$ cat src/rtl/core/tccs_pkg.sv
package tccs_pkg;

  // Default store geometry.
  localparam int unsigned DEF_MAX_COLS = 128;
  localparam int unsigned DEF_MAX_ROWS = 32;

  // Cell layout: attribute in the high byte, character in the low byte.
  localparam int unsigned CELL_W = 16;

  // Configuration port.
  localparam int unsigned CFG_IDX_W  = 2;
  localparam int unsigned CFG_DATA_W = 8;

  localparam logic [CFG_IDX_W-1:0] CFG_WIDTH  = 2'd0;
  localparam logic [CFG_IDX_W-1:0] CFG_HEIGHT = 2'd1;
  localparam logic [CFG_IDX_W-1:0] CFG_ATTR   = 2'd2;

  localparam logic [7:0] RST_WIDTH  = 8'd80;
  localparam logic [5:0] RST_HEIGHT = 6'd25;
  localparam logic [7:0] RST_ATTR   = 8'd7;

  // Character codes with a meaning of their own.
  localparam logic [7:0] CH_CR    = 8'h0D;
  localparam logic [7:0] CH_LF    = 8'h0A;
  localparam logic [7:0] CH_TAB   = 8'h09;
  localparam logic [7:0] CH_BS    = 8'h08;
  localparam logic [7:0] CH_SPACE = 8'h20;

  localparam logic [2:0] TAB_SPACES = 3'd4;

  localparam logic STATUS_OK         = 1'b0;
  localparam logic STATUS_OUT_OF_WIN = 1'b1;

  typedef enum logic [2:0] {
    ACT_PUT    = 3'd0,
    ACT_SET    = 3'd1,
    ACT_CLEAR  = 3'd2,
    ACT_READ   = 3'd3,
    ACT_SCROLL = 3'd4
  } action_e;

  typedef struct packed {
    logic [2:0] action;
    logic [7:0] char_code;
    logic [4:0] row;
    logic [6:0] col;
  } in_item_t;

  typedef struct packed {
    logic [4:0] cursor_row;
    logic [6:0] cursor_col;
    logic [7:0] read_char;
    logic [7:0] read_attr;
    logic       scrolled;
    logic       status;
  } out_item_t;

  // Effective window settings, already clamped to the store size.
  typedef struct packed {
    logic [7:0] width;
    logic [5:0] height;
    logic [7:0] attr;
  } cfg_t;

endpackage

$ cat src/rtl/core/tccs_cfg.sv
module tccs_cfg #(
  parameter int unsigned MAX_COLS = tccs_pkg::DEF_MAX_COLS,
  parameter int unsigned MAX_ROWS = tccs_pkg::DEF_MAX_ROWS
) (
  input  logic                               clk_i,
  input  logic                               rst_ni,
  input  logic                               cfg_we_i,
  input  logic [tccs_pkg::CFG_IDX_W-1:0]     cfg_idx_i,
  input  logic [tccs_pkg::CFG_DATA_W-1:0]    cfg_wdata_i,
  output tccs_pkg::cfg_t                     cfg_o
);
  import tccs_pkg::*;

  // Largest values the register fields can reach, capped by the store.
  localparam logic [7:0] W_CAP = (MAX_COLS > 255) ? 8'd255 : 8'(MAX_COLS);
  localparam logic [5:0] H_CAP = (MAX_ROWS > 63) ? 6'd63 : 6'(MAX_ROWS);

  logic [7:0] width_q;
  logic [5:0] height_q;
  logic [7:0] attr_q;

  always_ff @(posedge clk_i or negedge rst_ni) begin
    if (!rst_ni) begin
      width_q  <= RST_WIDTH;
      height_q <= RST_HEIGHT;
      attr_q   <= RST_ATTR;
    end else if (cfg_we_i) begin
      case (cfg_idx_i)
        CFG_WIDTH:  width_q  <= cfg_wdata_i[7:0];
        CFG_HEIGHT: height_q <= cfg_wdata_i[5:0];
        CFG_ATTR:   attr_q   <= cfg_wdata_i[7:0];
        default: begin
        end
      endcase
    end
  end

  always_comb begin
    if (width_q == 8'd0) begin
      cfg_o.width = 8'd1;
    end else if (width_q > W_CAP) begin
      cfg_o.width = W_CAP;
    end else begin
      cfg_o.width = width_q;
    end

    if (height_q == 6'd0) begin
      cfg_o.height = 6'd1;
    end else if (height_q > H_CAP) begin
      cfg_o.height = H_CAP;
    end else begin
      cfg_o.height = height_q;
    end

    cfg_o.attr = attr_q;
  end

endmodule

$ cat config.mk
export PLATFORM = sky130hd
export DESIGN_NAME = tccs_cfg
export DESIGN_NICKNAME = d
export VERILOG_FILES = /design/src/rtl/core/tccs_pkg.sv /design/src/rtl/core/tccs_cfg.sv
export SDC_FILE = /design/constraint.sdc
export NUM_CORES = 1
export LEC_CHECK = 0
export BUFFER_PORTS_ARGS = -buffer_cell sky130_fd_sc_hd__buf_2
export CAP_MARGIN = 25
export CORE_UTILIZATION = 51
export CTS_CLUSTER_SIZE = 24
export DETAILED_ROUTE_END_ITERATION = 6
export PLACE_DENSITY_LB_ADDON = 0.2
export SYNTH_ARGS = -nofsm -noshare
export SYNTH_HDL_FRONTEND = slang
export SYNTH_SLANG_ARGS = --single-unit
$ cat constraint.sdc
create_clock -name clk_i -period 3.4 [get_ports clk_i]
set_input_delay 0.17 -clock clk_i [delete_from_list [all_inputs] [get_ports clk_i]]
set_output_delay 0.17 -clock clk_i [all_outputs]
set_load 0.005 [all_outputs]
==> metrics.md, run 1 <==
| Metric | Value |
|---|---|
| Status | completed |
| Reg-to-Reg End | width_q[7] |
| CTS tree | yes |
| Largest cells by area after synthesis | dfrtp_1 (36%), mux2_2 (26%), dfstp_2 (22%), nor2b_1 (6.5%), nor3b_4 (2.0%) |
| Worst VDD drop | 0.000481 V |
| Max Fclk | 0.568 GHz |
| Distinct cell type count of the synthesized netlist | 13 |
| # IOs | 35 |
| Reg2Reg Setup Slack | 2.49 ns |
| Critical Path AT | 1.59 ns |
| Core area | roughly 1700 µm² |
| Max Cap Viol | 0 |
| Worst hold start | cfg_wdata_i[6] |
| Clock share of power | 28.1% |
| Area after DPL | 1160 µm² |
| Leak | about 0.57 nW |
| Seq pwr share | 50.5% |
| Required time of the critical path | 3.23 ns |
| Maximum clock path buffer count | 2 |
| Final HPWL DP | 1.23 mm |
| HP Class | input port to flop |
| CP Max Fanout | 3 |
| Tot GR Track Use | 18.1% |
| Fin. Hold Viols | 0 |
| Root buffer cell | clkbuf_4 |
| Post-Synthesis Cells | 65 |
| RSZ-0062 raised after global routing | false |
| Synth Warn # | 0 |
| First-pass GRT wire length | 2.56 mm |
| Vias after detailed routing | 635 |
| Hold path endpoint | attr_q[6] |
| Clk_lat worst skew | 0.30 ns |
| Switching power share of the total | approximately 24% |
| Synth Area per Inst | 14.8 µm² |
| Largest net degree at the start of global routing | 23 |
| DRT iter0 DRCs | 1 |
| CP startpoint kind | flop |
| Total chip power | a little over 0.7 mW |
| PD cells | 583 nW/µm² |
| Synthesized net count | 78 |
| Clk sinks | 22 |
| Final Skew | 0 ns |
| Slew Limit Headroom | 68.7% |
| Synthesized area | 962 µm² |
| Worst hold stages | 2 |
| WL per Instance | around 13 µm |
| Layout fillers | 149 |
| Final Cell Area | 1220 µm² |
| Initial Util | 55.1% |
| Initial antenna violation count | 0 |
| Fin crit share | roughly 52% |
| Worst reg2reg path startpoint | width_q[7] |
| Vias in the first global route | ~600 |
| Die Area | approximately 2100 µm² |
| Final setup vio count | 0 |
| # port buffers | 34 |
| H-tree depth | 1 |
| Internal power | about 0.54 mW |
| Worst slew pin tran | 0.470 ns |
| NetSw | 0.173 mW |
| Cell Rows | 15 |
| N_diodes | 0 |
| Die Height | between 40 and 50 µm |
| Cell taking the most area after synthesis | dfrtp_1 |
| Sequential share of the synthesized area | 58.3% |
| CTS Buf Count | 3 |
| Worst-path clk slew | 0.13 ns |
| Final-stage net count | 116 |
| Area grow syn2layout | 26.7% |
| GP Congestion | 0.727 |
| FF+latch count, synth | 22 |
| Setup TNS | 0 ns |
| Worst path slowest cell | or4_1 |
| Fin crit period | 1.76 ns |
| GRT Residual Overflow | 0 |
| DR DRC count | 0 |
| Fraction of layout cells with a size suffix above 1 | 69.6% |
| Setup bufs post-CTS | 0 |
| Worst r2r path cells | 1 |
| WS Path Type | flop to output pin |
| Synth top area share | 36.4% |
| Final Max Slew Viols | 0 |
| Combinational power share | 21.4% |
| Critical path, cell by cell | or4_1, o41ai_2, buf_2 |
| Post-DRT Antenna Nets | 0 |
| Vias per cell | around 5 |
| Drt pass-1 iters | 3 |
| Die width | around 45 µm |
| Total routed wirelength | 1.68 mm |
| Largest stage delay, worst path | roughly 0.53 ns |
| Worst setup EP type | output pin |
-- synthesized netlist by cell type --
master / number
nand2b_1: 1
dfrtp_1: 14
a21oi_1: 1
o41ai_2: 1
clkbuf_1: 2
dfstp_2: 8
mux2_2: 22
nand3b_2: 1
nor3b_4: 1
inv_1: 1
nor2b_1: 10
nand3b_1: 1
or4_1: 2
-- worst max-delay path, delay by kind of cell (launching register included) --
kind / cells / cell delay (ns)
AOI/OAI and AO/OA: 1 / 0.20
DFF: 1 / 0.40
and+or+nand+nor: 1 / 0.53
buffers and inverters: 1 / 0.16
-- cell type report --
type	instances	area [µm²]	area share (%)
Multi-Input combinational cell	40	390	32.0
Sequential cell	22	561	46.0
Clock inverter	1	30.0	2.46
Tap cell	25	31.3	2.57
Timing Repair Buffer	35	180	14.8
Clock buffer	3	22.5	1.85
Inverter	1	3.75	0.308
-- what timing repair did --
item                      4_1_cts  5_1_grt
hold buffers                    1        0
hold endpoints to repair       14        0
resized for setup               0        0
-- sequential cells by signal (all words and copies together) (netlist names) --
register and cells:
width_q 8, attr_q 8, height_q 6
-- routing by layer --
layer / global-route usage (%) / share of wire, % / vias to the layer above
met5: 0 / 0 / -
met4: 9.09 / 1.3 / 0
met3: 2.78 / 4.8 / 4
met2: 29.1 / 49 / 20
met1: 23.6 / 45 / 305
li1: - / - / 306
-- cells by family after synthesis --
| logic type | count (synthesis) | synth area share (%) |
|---|---|---|
| compound gates | 2 | 2.21 |
| buf+inv | 3 | 1.17 |
| flops | 22 | 58.3 |
| mux | 22 | 25.7 |
| simple gates | 16 | 12.6 |
-- placed cells by master, fill, tap and decap left out --
| cell | n |
|---|---|
| nand3b_2 | 1 |
| nor3b_4 | 1 |
| clkbuf_4 | 3 |
| or4_1 | 2 |
| nand2b_1 | 1 |
| inv_1 | 1 |
| buf_2 | 34 |
| nor2b_1 | 10 |
| dfrtp_1 | 14 |
| bufinv_16 | 1 |
| nand3b_1 | 1 |
| mux2_2 | 22 |
| o41ai_2 | 1 |
| dlygate4sd3_1 | 1 |
| dfstp_2 | 8 |
| a21oi_1 | 1 |
-- per-stage QoR --
stage | setup WS, ns | instances | hold WS (ns) | util (%)
2_1_floorplan | 2.12 | 65 | -0.126 | -
3_3_place_gp | 1.98 | 122 | 0.151 | 66.2
3_5_place_dp | 1.98 | 122 | 0.153 | 66.2
4_1_cts | 1.62 | 127 | 0.0878 | 69.8
5_1_grt | 1.58 | 127 | 0.0848 | 69.8
6_report | 1.64 | 127 | 0.0903 | 69.8
-- worst max-delay path by stage --
stage	depth (start not counted)	from	endpoint
global placement	3	width_q[1]	cfg_o[14]
finish	3	width_q[1]	cfg_o[14]
floorplan	2	width_q[1]	cfg_o[14]
detailed placement	3	width_q[1]	cfg_o[14]
global route	3	width_q[1]	cfg_o[14]
CTS	3	width_q[1]	cfg_o[14]
-- power by group through the flow --
stage          Sequential, mW  Clock, mW  Combinational, mW
2_1_floorplan           0.358          0             0.0842
3_3_place_gp            0.362          0              0.150
3_5_place_dp            0.365          0              0.154
4_1_cts                 0.360      0.204              0.156
5_1_grt                 0.368      0.214              0.169
6_report                0.359      0.200              0.152
No activity file was read; power rests on OpenSTA's default activity.
==> inputs of run 2 (changes only) <==
CORE_UTILIZATION = 43   (was 51)
clock period = 1.5 ns   (was 3.4 ns; I/O delays follow)
==> metrics.md, run 2 (synthesis gave the netlist of run 1 again) <==
| Metric | Value |
|---|---|
| Status | complete, but fails checks |
| Failing checks | setup timing |
| # IOs | 35 (unchanged) |
| Vias after detailed routing | 652 (+2.7%) |
| Fin crit period | ~1.7 ns |
| Root buffer cell | clkbuf_4 |
| WL per Instance | 12.8 µm (-3.1%) |
| DRT iter0 DRCs | 3 (+2) |
| PD cells | 1180 nW/µm² (+100%) |
| Worst-path clk slew | 0.11 ns (-0.02 ns) |
| RSZ-0062 raised after global routing | true |
| Critical Path AT | 1.59 ns (about the same) |
| Initial Util | 47.1% (-8.0 points) |
| HP Class | input port to flop |
| Setup ws final | -0.167 ns (-1.81 ns) |
| Max Fclk | 0.600 GHz |
| Final setup vio count | 2 (+2) |
| Vias per cell | 4.98 (-0.46%) |
| DR DRC count | 0 (unchanged) |
| CTS Buf Count | 3 (unchanged) |
| Total routed wirelength | 1.68 mm (unchanged) |
| GP Congestion | 0.691 (-4.9%) |
| Clk_lat worst skew | 0.29 ns (about the same) |
| Fin crit share | 111% |
| Worst slew pin tran | 0.474 ns (+0.00365 ns) |
| Die width | 49.3 µm (+8.5%) |
| Final hold slack | 0.0131 ns (-0.0772 ns) |
| WS Path Type | flop to output pin |
| Leak | 0.569 nW (-0.31%) |
| Area grow syn2layout | 26.1% |
| Fraction of layout cells with a size suffix above 1 | 70.2% (+0.58 points) |
| # port buffers | 34 (unchanged) |
| Highest routed layer | met3 |
| H-tree depth | 1 (unchanged) |
| Most frequent cells in the layout | buf_2 (34), mux2_2 (22), dfrtp_1 (14) |
| Tot GR Track Use | 15.4% (-2.7 points) |
| Final Cell Area | 1210 µm² (-0.41%) |
| N_diodes | 0 (unchanged) |
| Largest net degree at the start of global routing | 23 (unchanged) |
| Maximum clock path buffer count | 2 (unchanged) |
| Final HPWL DP | 1.27 mm (+3.3%) |
| Slew Limit Headroom | 68.4% (-0.24 points) |
| Clk sinks | 22 (unchanged) |
| WL met3 | 82 µm (+2.5%) |
| Fin. Hold Viols | 0 (unchanged) |
| Final-stage net count | 118 (+1.7%) |
| Required time of the critical path | 1.42 ns (-1.81 ns) |
| Core area | 2040 µm² (+17%) |
| Final Skew | 0 ns (unchanged) |
| First-pass GRT wire length | 2.83 mm (+11%) |
| Commonest non-fill, non-tap cell in the layout | buf_2 |
| Die Area | 2430 µm² (+18%) |
| Max Cap Viol | 0 (unchanged) |
| CP startpoint kind | flop |
| Initial antenna violation count | 0 (unchanged) |
| Die Height | 49.3 µm (+8.5%) |
| Cell Rows | 16 (+1) |
| CP Max Fanout | 3 (unchanged) |
| Post-DRT Antenna Nets | 0 (unchanged) |
| Met2 Wirelength | 850 µm (+2.4%) |
| Worst VDD drop | 0.000837 V (+74%) |
| M1 WL | 748 µm (-0.27%) |
| Worst setup EP type | output pin |
| Area after DPL | 1160 µm² (+0.22%) |
| GRT Residual Overflow | 0 (unchanged) |
| CTS tree | yes |
| Vias in the first global route | 624 (+3.3%) |
| Setup slack at placement | 0.163 ns (-1.82 ns) |
| Drt pass-1 iters | 2 (-1) |
| Setup TNS | -0.185 ns (-0.185 ns) |
| Final Max Slew Viols | 0 (unchanged) |
| Largest registers | attr_q x8, width_q x8, height_q x6 |
run 2: routing by layer:
metal / track usage, % / up-vias
li1: - / 313
met1: 19.3 / 323
met2: 26.3 / 16
met3: 3.74 / 0
met4: 4.41 / 0
met5: 0 / -
run 2: critical path, stage by stage (launching register included):
cell and delay (ns):
dfrtp_1 0.41, or4_4 0.54, o41ai_2 0.20, buf_2 0.16
run 2: timing repair:
action / 4_1_cts / 5_1_grt
pin swaps: 2 / 0
setup buffers: 2 / 0
setup endpoints to repair: 2 / 2
hold buffers: 1 / 0
hold endpoints to repair: 14 / 0
resized for setup: 1 / 0
run 2: where the power goes:
group / internal [mW] / total [mW] / switching [mW]
clock: 0.103 / 0.260 / 0.156
sequential: 0.735 / 0.815 / 0.0805
combinational: 0.228 / 0.362 / 0.134
run 2: final timing paths:
kind	start	end	slack, ns	cells past startpoint
max	width_q[1]	cfg_o[14]	-0.17	3
min	cfg_wdata_i[7]	attr_q[7]	0.01	2
min in group asynchronous	rst_ni	width_q[1]	0.25	2
max in group asynchronous	rst_ni	height_q[4]	0.89	2
max reg2reg	width_q[7]	width_q[7]	0.60	1
min reg2reg	attr_q[3]	attr_q[3]	0.51	1
run 2: cell type report:
cell class,instances,area (µm²)
Multi-Input combinational cell,40,394
Timing Repair Buffer,37,195
Sequential cell,22,561
Fill cell,179,828
Inverter,1,3.75
Clock buffer,4,26.3
Tap cell,27,33.8
run 2: metrics by stage:
| stage | std cells | power [mW] | util, % |
|---|---|---|---|
| after global routing | 131 | 1.54 | 59.4 |
| after floorplan | 65 | 1.00 | - |
| after detailed placement | 124 | 1.17 | 56.7 |
| after CTS | 131 | 1.46 | 59.4 |
| final | 131 | 1.44 | 59.4 |
| after global placement | 124 | 1.16 | 56.7 |
==> inputs of run 3 (changes only) <==
CORE_UTILIZATION = 45   (was 43)
CTS_BUF_LIST = sky130_fd_sc_hd__clkbuf_2   (was not set)
==> metrics.md, run 3 (synthesis gave the netlist of run 1 again) <==
| Metric | Value |
|---|---|
| Total routed wirelength | 1.92 mm (+14%) |
| Setup TNS | -0.312 ns (-0.128 ns) |
| Worst hold stages | 3 (+1) |
| Setup ws final | -0.214 ns (-0.0469 ns) |
| Maximum clock path buffer count | 2 (unchanged) |
| Layout fillers | 158 (-12%) |
| PD cells | 1110 nW/µm² (-6.2%) |
| Cell Rows | 16 (unchanged) |
| Worst setup EP type | output pin |
| Slew Limit Headroom | 68.9% (+0.53 points) |
| DR DRC count | 0 (unchanged) |
| First-pass GRT wire length | 2.59 mm (-8.6%) |
| Fraction of layout cells with a size suffix above 1 | 67.3% (-2.9 points) |
| Most frequent cells in the layout | buf_2 (34), mux2_2 (22), dfrtp_1 (14) |
| Clock share of power | 15.8% (-2.3 points) |
| Area of the multi-input gates | 402 µm² (+1.9%) |
| Top delay family on crit path | simple AND/OR/NAND/NOR gates |
| Commonest non-fill, non-tap cell in the layout | buf_2 |
| Combinational power share | 27.3% (+2.1 points) |
| HP Class | input port to flop |
| WS Path Type | flop to output pin |
| Tot GR Track Use | 17.0% (+1.6 points) |
| Post-DRT Antenna Nets | 0 (unchanged) |
| Reg-to-Reg End | height_q[1] |
| Worst path slowest cell | or4_4 |
| Drt pass-1 iters | 4 (+2) |
| CP Max Fanout | 2 (-1) |
| # IOs | 35 (unchanged) |
| Die Area | 2330 µm² (-4.3%) |
| Reg2Reg Setup Slack | 0.59 ns (about the same) |
| Vias per cell | 4.90 (-1.5%) |
| Leak | 0.608 nW (+6.9%) |
| Switching power share of the total | 27.8% (+2.0 points) |
| Root buffer cell | clkbuf_2 |
| Fin. Hold Viols | 0 (unchanged) |
| Internal power | 1.04 mW (-2.1%) |
| Critical path, cell by cell | or4_4, o41ai_2, buf_2 |
| Critical Path AT | 1.64 ns (+0.05 ns) |
| # port buffers | 34 (unchanged) |
| CTS Buf Count | 3 (unchanged) |
| N_diodes | 0 (unchanged) |
| Die Height | 48.2 µm (-2.2%) |
| Worst VDD drop | 0.000966 V (+15%) |
| Fin crit period | 1.71 ns (+0.0469 ns) |
| H-tree depth | 1 (unchanged) |
| Final Max Slew Viols | 0 (unchanged) |
| Area grow syn2layout | 35.2% |
| Required time of the critical path | 1.42 ns (about the same) |
| Vias after detailed routing | 686 (+5.2%) |
| Vias in the first global route | 583 (-6.6%) |
| Worst slew pin tran | 0.466 ns (-0.00790 ns) |
| WL per Instance | 13.7 µm (+6.6%) |
| Seq pwr share | 56.9% (+0.2 points) |
| RSZ-0062 raised after global routing | true |
| CTS tree | yes |
| Storage element area | 561 µm² (unchanged) |
| Die width | 48.2 µm (-2.2%) |
| Clk sinks | 22 (unchanged) |
| Final Skew | 0 ns (unchanged) |
| Status | complete, but fails checks |
| Worst reg2reg path startpoint | height_q[1] |
| Core area | 1980 µm² (-2.9%) |
| Max Cap Viol | 0 (unchanged) |
| GP Congestion | 0.723 (+4.6%) |
| DRT iter0 DRCs | 3 (unchanged) |
| GRT Residual Overflow | 0 (unchanged) |
| Largest net degree at the start of global routing | 23 (unchanged) |
| Clk_lat worst skew | 0.32 ns (+0.03 ns) |
| Worst r2r path cells | 2 (+1) |
| Buffers plus inverters on the worst setup path | 1 (unchanged) |
| CP startpoint kind | flop |
| Hold path endpoint | width_q[0] |
| Failing checks | setup timing |
| Fin crit share | 114% (+3.1 points) |
| Worst hold start | cfg_idx_i[0] |
| Final hold slack | 0.191 ns (+0.178 ns) |
| Total chip power | 1.45 mW (+0.62%) |
| Initial Util | 48.5% (+1.4 points) |
| Largest stage delay, worst path | 0.53 ns (about the same) |
| Initial antenna violation count | 0 (unchanged) |
| Max Fclk | 0.583 GHz (-2.7%) |
| Largest registers | attr_q x8, width_q x8, height_q x6 |
| NetSw | 0.402 mW (+8.3%) |
| Final-stage net count | 127 (+7.6%) |
| Worst-path clk slew | 0.19 ns (+0.08 ns) |
| Final setup vio count | 2 (unchanged) |
[run 3: changes by cell type in the layout (fill, tap and decap cells not counted), sizes merged]
cell	previous run	this run
clkbuf	4	3
clkinv	0	1
buf	36	37
dlygate4sd3	1	9
[run 3: power by group through the flow]
| stage | registers [mW] | clock network, mW | logic, mW |
|---|---|---|---|
| after CTS | 0.817 | 0.235 | 0.379 |
| after global placement | 0.822 | 0 | 0.341 |
| after detailed placement | 0.832 | 0 | 0.350 |
| after floorplan | 0.811 | 0 | 0.191 |
| after global routing | 0.839 | 0.256 | 0.443 |
| final | 0.823 | 0.229 | 0.395 |
[run 3: timing repair]
action                                 CTS  global route
setup endpoints to repair                2             2
hold buffers                             6             3
endpoints found under the hold margin   24             5
setup buffers                            2             1
pin swaps                                2             1
gates resized for setup                  0             3
[run 3: worst max path at each step]
stage | from | slack, ns | to | cells after the start
global placement | width_q[1] | 0.18 | cfg_o[14] | 3
CTS | width_q[1] | -0.23 | cfg_o[14] | 3
finish | width_q[1] | -0.21 | cfg_o[14] | 3
global route | width_q[1] | -0.31 | cfg_o[14] | 3
floorplan | width_q[1] | 0.32 | cfg_o[14] | 2
detailed placement | width_q[1] | 0.15 | cfg_o[14] | 3
[run 3: layout make-up]
class	instances	area share [%]
tap	27	2.60
inverter	1	0.288
multi-input combinational	40	30.9
clock inverter	1	0.288
timing repair buffer	46	21.7
clock buffer	3	1.15
sequential	22	43.1
[run 3: metrics by stage]
step | util (%) | setup slack [ns] | cells | instance area [µm²]
floorplan | - | 0.316 | 65 | 962
global placement | 58.5 | 0.179 | 124 | 1160
detailed placement | 58.5 | 0.154 | 124 | 1160
CTS | 63.2 | -0.229 | 136 | 1250
global route | 65.7 | -0.310 | 140 | 1300
finish | 65.7 | -0.214 | 140 | 1300
[run 3: tightest hold or removal path, cell delays in order]
cell and delay, ns:
buf_2 0.12, nor3b_4 0.08, mux2_2 0.22
[run 3: layer usage]
layer / GRT usage [%] / part of all wire (%) / vias up
li1: - / - / 323
met4: 6.67 / 1.1 / 0
met3: 4.44 / 3.1 / 4
met2: 29.1 / 54 / 18
met5: 0 / 0 / -
met1: 20.4 / 42 / 341
